==> config.mk <==
export PLATFORM = sky130hd
export DESIGN_NAME = hrsc_parser
export DESIGN_NICKNAME = d
export VERILOG_FILES = /design/src/hrsc_pkg.sv /design/src/hrsc_parser.sv
export SDC_FILE = /design/constraint.sdc
export NUM_CORES = 1
export LEC_CHECK = 0
export ABC_AREA = 1
export BUFFER_PORTS_ARGS = -buffer_cell sky130_fd_sc_hd__buf_2
export CELL_PAD_IN_SITES_DETAIL_PLACEMENT = 2
export CELL_PAD_IN_SITES_GLOBAL_PLACEMENT = 2
export CORE_UTILIZATION = 32
export CTS_BUF_LIST = sky130_fd_sc_hd__clkbuf_16
export DETAILED_ROUTE_END_ITERATION = 16
export GPL_TIMING_DRIVEN = 0
export PLACE_DENSITY_LB_ADDON = 0.1
export REMOVE_ABC_BUFFERS = 1
export SLEW_MARGIN = 15
export SYNTH_ARGS = -nofsm -noshare
export SYNTH_HDL_FRONTEND = slang
export SYNTH_SLANG_ARGS = --single-unit
==> constraint.sdc <==
create_clock -name aclk -period 4.1 [get_ports aclk]
set_input_delay 0.205 -clock aclk [delete_from_list [all_inputs] [get_ports aclk]]
set_output_delay 0.205 -clock aclk [all_outputs]
set_load 0.03 [all_outputs]
==> src/hrsc_pkg.sv <==
// Shared types and codes for the hex record stream checker.
// No dependencies; used by every module of the block.
package hrsc_pkg;

    localparam logic [7:0] COLON_CHAR = 8'h3A;
    localparam logic [7:0] TYPE_LIMIT = 8'd6;
    localparam logic [7:0] TYPE_EOF   = 8'd1;

    typedef enum logic [2:0] {
        EV_DATA      = 3'd0,
        EV_RECORD_OK = 3'd1,
        EV_NO_COLON  = 3'd2,
        EV_BAD_TYPE  = 3'd3,
        EV_CHECKSUM  = 3'd4,
        EV_BAD_DIGIT = 3'd5
    } event_t;

    typedef struct packed {
        logic [7:0] char_in;
        logic       new_file;
    } hrsc_in_t;

    typedef struct packed {
        logic [2:0]  event_res;
        logic [7:0]  data_byte;
        logic [15:0] byte_address;
        logic [7:0]  record_type;
        logic [7:0]  byte_count;
        logic [15:0] record_number;
    } hrsc_out_t;

    typedef struct packed {
        logic      valid;
        hrsc_out_t item;
    } hrsc_result_t;

endpackage

==> src/hrsc_parser.sv <==
// Record parser: parse state registers and the per-character next-state logic.
// Depends on hrsc_pkg.
module hrsc_parser (
    input  logic                  aclk,
    input  logic                  aresetn,
    input  logic                  step,
    input  hrsc_pkg::hrsc_in_t    item,
    input  logic [1:0]            term_count,
    output hrsc_pkg::hrsc_result_t result
);

    typedef enum logic [7:0] {
        PH_COLON   = 8'b0000_0001,
        PH_COUNT   = 8'b0000_0010,
        PH_ADDR_HI = 8'b0000_0100,
        PH_ADDR_LO = 8'b0000_1000,
        PH_TYPE    = 8'b0001_0000,
        PH_DATA    = 8'b0010_0000,
        PH_SUM     = 8'b0100_0000,
        PH_TERM    = 8'b1000_0000
    } phase_t;

    phase_t      phase_reg, phase_next;
    logic [3:0]  high_nibble_reg, high_nibble_next;
    logic        pending_reg, pending_next;
    logic [7:0]  count_reg, count_next;
    logic [15:0] address_reg, address_next;
    logic [7:0]  type_reg, type_next;
    logic [7:0]  sum_reg, sum_next;
    logic [7:0]  index_reg, index_next;
    logic [1:0]  term_left_reg, term_left_next;
    logic [15:0] records_reg, records_next;
    logic        stopped_reg, stopped_next;

    phase_t      ph_e;
    logic [3:0]  hi_e;
    logic        pend_e;
    logic [7:0]  count_e;
    logic [15:0] addr_e;
    logic [7:0]  type_e;
    logic [7:0]  sum_e;
    logic [7:0]  index_e;
    logic [1:0]  term_e;
    logic [15:0] records_e;
    logic        stop_e;

    logic        digit_ok;
    logic [3:0]  digit_val;
    logic [7:0]  byte_val;
    logic        emit;
    logic [2:0]  ev;
    logic [7:0]  ev_byte;
    logic [15:0] ev_addr;

    always_comb begin
        digit_ok  = 1'b1;
        digit_val = 4'd0;
        if (item.char_in >= 8'h30 && item.char_in <= 8'h39) begin
            digit_val = 4'(item.char_in - 8'h30);
        end else if (item.char_in >= 8'h41 && item.char_in <= 8'h46) begin
            digit_val = 4'(item.char_in - 8'h37);
        end else if (item.char_in >= 8'h61 && item.char_in <= 8'h66) begin
            digit_val = 4'(item.char_in - 8'h57);
        end else begin
            digit_ok = 1'b0;
        end
    end

    always_comb begin
        // clear file state ahead of the character
        ph_e      = item.new_file ? PH_COLON : phase_reg;
        hi_e      = item.new_file ? 4'd0  : high_nibble_reg;
        pend_e    = item.new_file ? 1'b0  : pending_reg;
        count_e   = item.new_file ? 8'd0  : count_reg;
        addr_e    = item.new_file ? 16'd0 : address_reg;
        type_e    = item.new_file ? 8'd0  : type_reg;
        sum_e     = item.new_file ? 8'd0  : sum_reg;
        index_e   = item.new_file ? 8'd0  : index_reg;
        term_e    = item.new_file ? 2'd0  : term_left_reg;
        records_e = item.new_file ? 16'd0 : records_reg;
        stop_e    = item.new_file ? 1'b0  : stopped_reg;

        phase_next       = ph_e;
        high_nibble_next = hi_e;
        pending_next     = pend_e;
        count_next       = count_e;
        address_next     = addr_e;
        type_next        = type_e;
        sum_next         = sum_e;
        index_next       = index_e;
        term_left_next   = term_e;
        records_next     = records_e;
        stopped_next     = stop_e;

        byte_val = {hi_e, digit_val};
        emit     = 1'b0;
        ev       = hrsc_pkg::EV_DATA;
        ev_byte  = 8'd0;
        ev_addr  = addr_e;

        if (!stop_e) begin
            unique case (ph_e)
                PH_TERM: begin
                    term_left_next = (term_e != 2'd0) ? term_e - 2'd1 : 2'd0;
                    if (term_left_next == 2'd0) begin
                        phase_next = PH_COLON;
                    end
                end
                PH_COUNT, PH_ADDR_HI, PH_ADDR_LO, PH_TYPE, PH_DATA, PH_SUM: begin
                    if (!digit_ok) begin
                        stopped_next = 1'b1;
                        emit         = 1'b1;
                        ev           = hrsc_pkg::EV_BAD_DIGIT;
                    end else if (!pend_e) begin
                        high_nibble_next = digit_val;
                        pending_next     = 1'b1;
                    end else begin
                        pending_next = 1'b0;
                        sum_next     = sum_e + byte_val;
                        unique case (ph_e)
                            PH_COUNT: begin
                                count_next = byte_val;
                                phase_next = PH_ADDR_HI;
                            end
                            PH_ADDR_HI: begin
                                address_next = {byte_val, 8'd0};
                                phase_next   = PH_ADDR_LO;
                            end
                            PH_ADDR_LO: begin
                                address_next = addr_e | {8'd0, byte_val};
                                phase_next   = PH_TYPE;
                            end
                            PH_TYPE: begin
                                type_next = byte_val;
                                if (byte_val >= hrsc_pkg::TYPE_LIMIT) begin
                                    stopped_next = 1'b1;
                                    emit         = 1'b1;
                                    ev           = hrsc_pkg::EV_BAD_TYPE;
                                end else begin
                                    index_next = 8'd0;
                                    phase_next = (count_e != 8'd0) ? PH_DATA : PH_SUM;
                                end
                            end
                            PH_DATA: begin
                                index_next = index_e + 8'd1;
                                if (index_next == count_e) begin
                                    phase_next = PH_SUM;
                                end
                                emit    = 1'b1;
                                ev      = hrsc_pkg::EV_DATA;
                                ev_byte = byte_val;
                                ev_addr = addr_e + {8'd0, index_e};
                            end
                            default: begin
                                emit = 1'b1;
                                if (sum_next != 8'd0) begin
                                    stopped_next = 1'b1;
                                    ev           = hrsc_pkg::EV_CHECKSUM;
                                end else begin
                                    ev = hrsc_pkg::EV_RECORD_OK;
                                    if (records_e != 16'hFFFF) begin
                                        records_next = records_e + 16'd1;
                                    end
                                    if (type_e == hrsc_pkg::TYPE_EOF) begin
                                        stopped_next = 1'b1;
                                        phase_next   = PH_COLON;
                                    end else begin
                                        term_left_next = term_count;
                                        phase_next = (term_count != 2'd0) ? PH_TERM : PH_COLON;
                                    end
                                end
                            end
                        endcase
                    end
                end
                default: begin
                    high_nibble_next = 4'd0;
                    pending_next     = 1'b0;
                    count_next       = 8'd0;
                    address_next     = 16'd0;
                    type_next        = 8'd0;
                    sum_next         = 8'd0;
                    index_next       = 8'd0;
                    term_left_next   = 2'd0;
                    if (item.char_in == hrsc_pkg::COLON_CHAR) begin
                        phase_next = PH_COUNT;
                    end else begin
                        phase_next   = PH_COLON;
                        stopped_next = 1'b1;
                        emit         = 1'b1;
                        ev           = hrsc_pkg::EV_NO_COLON;
                        ev_addr      = 16'd0;
                    end
                end
            endcase
        end

        result.valid              = emit;
        result.item.event_res     = ev;
        result.item.data_byte     = ev_byte;
        result.item.byte_address  = ev_addr;
        result.item.record_type   = type_next;
        result.item.byte_count    = count_next;
        result.item.record_number = records_e;
    end

    always_ff @(posedge aclk) begin
        if (!aresetn) begin
            phase_reg       <= PH_COLON;
            high_nibble_reg <= 4'd0;
            pending_reg     <= 1'b0;
            count_reg       <= 8'd0;
            address_reg     <= 16'd0;
            type_reg        <= 8'd0;
            sum_reg         <= 8'd0;
            index_reg       <= 8'd0;
            term_left_reg   <= 2'd0;
            records_reg     <= 16'd0;
            stopped_reg     <= 1'b0;
        end else if (step) begin
            phase_reg       <= phase_next;
            high_nibble_reg <= high_nibble_next;
            pending_reg     <= pending_next;
            count_reg       <= count_next;
            address_reg     <= address_next;
            type_reg        <= type_next;
            sum_reg         <= sum_next;
            index_reg       <= index_next;
            term_left_reg   <= term_left_next;
            records_reg     <= records_next;
            stopped_reg     <= stopped_next;
        end
    end

endmodule

==> results of run 1 <==
-- area by class of cell --
cell class	instances	area share (%)
repair buffers	81	5.420
multi-input cells	899	57.31
clock inverters	7	0.8502
well taps	280	4.251
flip-flops and latches	80	19.43
repair inverters	1	0.06073
inverters	213	9.944
clock buffers	9	2.733
-- power by group --
part	switching, mW	total, mW	internal (mW)
registers	0.0221	0.831	0.809
clock network	0.401	0.876	0.475
logic	0.308	0.418	0.110
total	0.731	2.12	1.39
-- kinds of logic (layout without fill, tap and decap cells) --
family | count (synthesis) | after routing | synth area share [%]
flops | 80 | 80 | 21.94
simple gates | 575 | 575 | 35.68
fa+ha+maj | 23 | 23 | 4.149
buf+inv | 261 | 311 | 14.33
compound gates | 291 | 291 | 22.70
xor+xnor | 10 | 10 | 1.200
-- critical path, cell delays in order --
cell and delay (ns):
buf_6 0.42, inv_6 0.27, nand2_2 0.26, nand2_1 0.14, nor2_4 0.20, inv_2 0.06
nor2_4 0.14, nor2_4 0.08, nand3_4 0.21, nand2_4 0.26, inv_6 0.35, nand2_1 0.31
o21ai_0 0.36, buf_2 0.26
-- how the worst max path moves through the flow --
stage                       start                      endpoint  slack (ns)
after global placement       step   records_reg[1]$_SDFFE_PN0P_       -1.11
after global routing      item[1]                    result[56]       -0.03
after floorplan           item[1]  records_reg[12]$_SDFFE_PN0P_        0.64
final                     item[0]                    result[31]        0.22
after detailed placement  item[1]  records_reg[12]$_SDFFE_PN0P_       -0.92
after CTS                 item[1]                    result[56]        0.04
-- cell usage after synthesis (15+ instances only) --
master	number
ha_1	21
dfxtp_1	80
nand2_1	259
a21oi_1	103
inv_1	200
clkbuf_1	28
nor2_1	146
o21ai_0	105
nand4_1	23
nand3_1	81
o22ai_1	18
nor3_1	15
-- stage by stage --
stage | utilization, % | setup slack (ns)
5_1_grt | 37.30 | -0.02744
3_5_place_dp | 35.34 | -0.9248
4_1_cts | 36.97 | 0.03693
6_report | 37.30 | 0.2182
3_3_place_gp | 35.20 | -1.111
2_1_floorplan | - | 0.6383
-- metal layers --
layer | share of wire [%] | wire length, um
met4 | 2.4 | 774
met5 | 0 | 0
met1 | 47 | 15000
met3 | 2.6 | 810
met2 | 48 | 15070
-- cells in the final DEF (no fill, tap or decap), types with 3 or more instances in the layout --
master,instances
o221ai_1,10
a31oi_1,8
a211oi_1,3
nor3_4,3
clkbuf_16,9
inv_1,199
nor2_4,10
nand2_2,9
and3_1,3
buf_2,71
nand2_1,258
o31ai_1,4
inv_2,8
a221oi_1,12
o21ai_1,10
buf_4,7
o211ai_1,7
xor2_1,6
inv_6,4
nand3_1,81
ha_1,21
or2_2,4
clkinv_2,3
nand4_1,23
o21ai_0,105
a21oi_1,102
nor2_2,10
nor3_1,15
nand2_4,7
o22ai_1,18
nor2_1,139
dfxtp_1,80
-- timing repair --
item	in CTS	in global routing
cloned	1	0
gates resized for setup	13	7
endpoints found under the setup margin	57	32
buffers inserted	1	6
pin swaps	1	4
==> results_dict.tcl, run 1 <==
set metrics [dict create \
    dr.pass1.iters 5 \
    synth_cells 1240 \
    antenna_found_initial 0 \
    place.gp.congestion 0.8163 \
    async_flop_share_pct 0 \
    grt_util_met1_pct 36.13 \
    tightest_slew_ns 0.9974 \
    max_freq_mhz 257.6 \
    grtUsageMet3_pct 2.608 \
    drt_iter0_drc 457 \
    netlist_area_um2 7298 \
    drive_gt1_share_pct 12.87 \
    min_from "term_count[0]" \
    grt_busiest_layer "met2" \
    critPathKind "in -> out" \
    leakage_nw 3.877 \
    drt_wl_total_um 31660 \
    fin_area_um2 8242 \
    timing.slew.headroom_pct 33.50 \
    power_density_nw_per_um2 257.8 \
    vias 8619 \
    avgRoutedWirePerCell_um 20.16 \
    synth-edff-count 0 \
    post_dp_cell_area_um2 7809 \
    clk_latency_ns 0.36 \
    avgSynthCellArea_um2 5.886 \
    p_total_mw 2.125 \
    rr_worst_depth 9 \
    post-route-drc-count 0 \
    synth-seq-area-share_pct 21.94 \
    cp-start-kind "primary input" \
    ys_warn_count 0 \
    finClkSkew_ns 0.006751 \
    clk_pin_slew_ns 0.07 \
    period_minus_slack_ns 3.882 \
    hold_class "in -> reg" \
    yosys-top-cells-area "dfxtp_1 (22%), nand2_1 (13%), inv_1 (10%)" \
    period_share_pct 94.68 \
    rr_endpoint "type_reg[7]$_SDFFE_PN0P_" \
    grt_pass1_vias 8978 \
    rows 54 \
    cts_tree "done" \
    htree_levels 3 \
    crit_arrival_ns 3.68 \
    r2r_slack_ns 0.67 \
    dpl.hpwl_um 23490 \
    overflow 0 \
    cap_violations 0 \
    setup_viol 0 \
    status "completed" \
    vdd_drop_max_mv 0.1602 \
    multi_input_area_um2 4723 \
    finalSetupTns_ns 0 \
    core_um2 22090 \
    synth_top_area_share_pct 21.94 \
    die_x_um 153.0 \
    grt_use_total_pct 27.68 \
    ys_types 54 \
    nNetsFinal 1322 \
    ys.flop_type "dfxtp_1" \
    clk_path_buf_depth 2 \
    grt_util_met2_pct 47.62 \
    fillers 2870 \
    whs_ns 0.2522 \
    boundaryPins 74 \
    place_inst 1546 \
    seq_area_um2 1602 \
    hold_viol 0 \
    holdPathEnd "term_left_reg[0]$_SDFFE_PN0P_" \
    cp-end-kind "output port" \
    finalNonFillerCells 1570 \
    min_path_cells 5 \
    cp_max_fo 55 \
    cts_sinks 80 \
    reg2reg_from "stopped_reg$_SDFFE_PN0P_" \
    diodes 0 \
    antenna_left 0 \
    grt_max_degree 56 \
    yosys.area.top_type "dfxtp_1" \
    required_ns 3.89 \
    clockRootBuffer "clkbuf_16" \
    ctsHoldBuffers 0 \
    areaGrowthSynthToFinish_pct 12.93 \
    avgViaCountPerCell 5.490 \
    io_buffers 73 \
    maxSlewViolCount 0 \
    start_util_pct 33.03 \
    grt_pass1_wl_um 50360 \
    synth-seq-cells 80 \
    dieArea_um2 23420 \
    die_h_um 153.0 \
    cts_buffers 9 \
]
Note: power is estimated with default switching activity, not from simulation.
==> run 2: changes to the inputs <==
ABC_AREA = unset   (was 1)
CELL_PAD_IN_SITES_DETAIL_PLACEMENT = unset   (was 2)
CELL_PAD_IN_SITES_GLOBAL_PLACEMENT = unset   (was 2)
CORE_UTILIZATION = 55   (was 32)
PLACE_DENSITY = 0.75   (was unset)
PLACE_DENSITY_LB_ADDON = unset   (was 0.1)
==> run 2 against run 1 <==
  * The run now ends with design-rule violations left
  * Worst hold slack better by 0.020 ns
  * Design area down 9.7%
  * First-iteration DRC count up 54%
  * Worst setup slack worse by 0.22 ns
  * Total power down 10%
  * Largest cell class unchanged
  * Largest power group unchanged
==> results_dict.tcl, run 2 <==
set metrics [dict create \
    boundaryPins 74 \
    yosys-top-cells-area "dfxtp_1 (25%), nor2b_1 (5.1%), nand2_1 (5.0%)" \
    clockRootBuffer "clkbuf_16" \
    switching_share_pct 27.32 \
    timing.slew.headroom_pct 19.53 \
    clk_pin_slew_ns 0.06 \
    final_common_cell "nand2_1" \
    cp_max_fo 4 \
    synth-seq-cells 80 \
    status "finished, violations left" \
    dr.pass1.iters 12 \
    vias 7173 \
    cap_violations 0 \
    synth-seq-area-share_pct 24.86 \
    core_um2 11420 \
    netlist_area_um2 6441 \
    critPathKind "in -> out" \
    fin_area_um2 7445 \
    power_frac_comb_pct 11.8 \
    nNetsFinal 943 \
    place.gp.congestion 0.9407 \
    grt_max_degree 74 \
    crit_path_start "item[8]" \
    avgViaCountPerCell 6.806 \
    synth_cells 865 \
    async_flop_share_pct 0 \
    cts_buffers 9 \
    internal_power_mw 1.383 \
    reg2reg_from "high_nibble_reg[1]$_SDFFE_PN0P_" \
    grt_util_met1_pct 47.19 \
    ctsHoldBuffers 0 \
    grtUsageMet3_pct 7.231 \
    rows 39 \
    leakage_nw 2.982 \
    vdd_drop_max_mv 0.2058 \
    avgRoutedWirePerCell_um 20.43 \
    areaGrowthSynthToFinish_pct 15.58 \
    place_inst 1024 \
    switchingPower_mw 0.5199 \
    yosys.area.top_type "dfxtp_1" \
    hold_viol 0 \
    start_util_pct 56.41 \
    setup_viol 0 \
    rr_endpoint "records_reg[12]$_SDFFE_PN0P_" \
    r2r_slack_ns 0.45 \
    netlist_top_cells_count "nand2_1 (86), nor2_1 (81), dfxtp_1 (80)" \
    grt_setup_unrepaired "yes" \
    cp_common_cell "a21oi_4" \
    p_total_mw 1.903 \
    grt_pass1_wl_um 32730 \
    period_share_pct 99.99 \
    max_freq_mhz 243.9 \
    power_density_nw_per_um2 255.6 \
    crit_arrival_ns 3.89 \
    avgSynthCellArea_um2 7.446 \
    synth.most_common_cell "nand2_1" \
    cts_tree "done" \
    layout_common_cells "nand2_1 (86), dfxtp_1 (80), nor2_1 (78)" \
    synth_top_area_share_pct 24.86 \
    cp-start-kind "primary input" \
    ys_warn_count 0 \
    cp_slowest_cell "or4_4" \
    overflow 0 \
    post_dp_cell_area_um2 6782 \
    dpl.hpwl_um 14620 \
    ys_types 79 \
    post-route-drc-count 2 \
    diodes 0 \
    io_buffers 73 \
    die_x_um 110.2 \
    cp-end-kind "output port" \
    rr_worst_depth 10 \
    die_h_um 110.2 \
    clk_latency_ns 0.35 \
    drive_gt1_share_pct 17.45 \
    tightest_slew_ns 1.207 \
    maxSlewViolCount 0 \
    pwr-share-seq_pct 41.8 \
    antenna_found_initial 0 \
    violations "design-rule violations" \
    htree_levels 3 \
    grt_util_met2_pct 54.69 \
    ys.flop_type "dfxtp_1" \
    synth-edff-count 0 \
    max_stage_delay_ns 0.58 \
    whs_ns 0.2722 \
    cp_cell_sequence "buf_2 > or4b_4 > or3_4 > nor2_4 > a21oi_4 > inv_2 > ha_4 > inv_2 > fa_2 > nand2b_4 > a21oi_4 > xor2_2 > or4_4 > or3_4 > nand3_4 > a21oi_4 > buf_6" \
    finalSetupTns_ns 0 \
    finClkSkew_ns 0.009471 \
    antenna_left 0 \
    period_minus_slack_ns 4.099 \
    drt_wl_total_um 21530 \
    required_ns 3.89 \
    endpoint "result[58]" \
    hold_class "in -> reg" \
    clk_path_buf_depth 2 \
    grt_pass1_vias 6384 \
    drt_iter0_drc 705 \
    grt_use_total_pct 35.42 \
    grt_busiest_layer "met2" \
    finalNonFillerCells 1054 \
    dieArea_um2 12150 \
    cts_sinks 80 \
    clkPwrFrac_pct 46.4 \
]
==> run 2: how the worst min path moves through the flow <==
stage / from / end / slack (ns) / cells past startpoint
floorplan: step / high_nibble_reg[0]$_SDFFE_PN0P_ / 0.29 / 1
global placement: address_reg[9]$_SDFFE_PN0P_ / address_reg[9]$_SDFFE_PN0P_ / 0.44 / 2
detailed placement: address_reg[9]$_SDFFE_PN0P_ / address_reg[9]$_SDFFE_PN0P_ / 0.45 / 2
CTS: term_count[1] / term_left_reg[1]$_SDFFE_PN0P_ / 0.27 / 4
global route: term_count[0] / term_left_reg[0]$_SDFFE_PN0P_ / 0.28 / 4
finish: term_count[0] / term_left_reg[0]$_SDFFE_PN0P_ / 0.27 / 4
==> run 2: layout make-up <==
type,count,area (um2)
clock buffer,9,225.2
clock inverter,7,93.84
fill,1007,3974
inverter,19,75.07
multi-input combinational,707,4747
sequential,80,1602
tap,143,178.9
timing repair buffer,89,523.0
==> run 2: power groups by stage <==
stage | Clock [mW] | Combinational [mW] | Sequential (mW)
after floorplan | 0 | 0.106 | 0.807
after global placement | 0 | 0.180 | 0.811
after detailed placement | 0 | 0.185 | 0.811
after CTS | 0.884 | 0.197 | 0.794
after global routing | 0.918 | 0.240 | 0.795
final | 0.883 | 0.225 | 0.795
==> run 2: timing repair <==
item,CTS,global route
setup buffers,4,10
resized for setup,18,33
endpoints found under the setup margin,30,24
pin swaps,5,11
==> run 2: critical path, delay by kind of cell <==
family	cells	cell delay, ns
XOR/XNOR	1	0.10
buffers and inverters	4	0.40
adder cells (fa/ha/maj)	2	0.49
AND/OR/NAND/NOR	7	2.39
AO/OA/AOI/OAI	3	0.31
==> run 2: per-layer routing <==
metal | share of wire, % | vias to the layer above
met4 | 3.5 | 0
met1 | 42 | 3387
met5 | 0 | -
met3 | 9.3 | 73
li1 | - | 3326
met2 | 45 | 387
==> run 2: logic make-up (layout without fill, tap and decap cells) <==
kind of cell             after synthesis  after routing  share of synthesized area [%]
AND/OR/NAND/NOR                      376            376                          30.73
AO/OA/AOI/OAI                        266            266                          28.77
flip-flops                            80             80                          24.86
buffers and inverters                 78            124                          4.914
XOR/XNOR                              29             29                          3.943
adder cells (fa/ha/maj)               23             23                          4.701
multiplexers                          13             13                          2.079
==> run 2: metrics by stage <==
stage          setup WS [ns]  utilization (%)
2_1_floorplan       -0.06385                -
3_3_place_gp          -1.476            59.03
3_5_place_dp         -0.7380            59.39
4_1_cts             -0.04554            63.19
5_1_grt             -0.09274            65.20
6_report           0.0005671            65.20
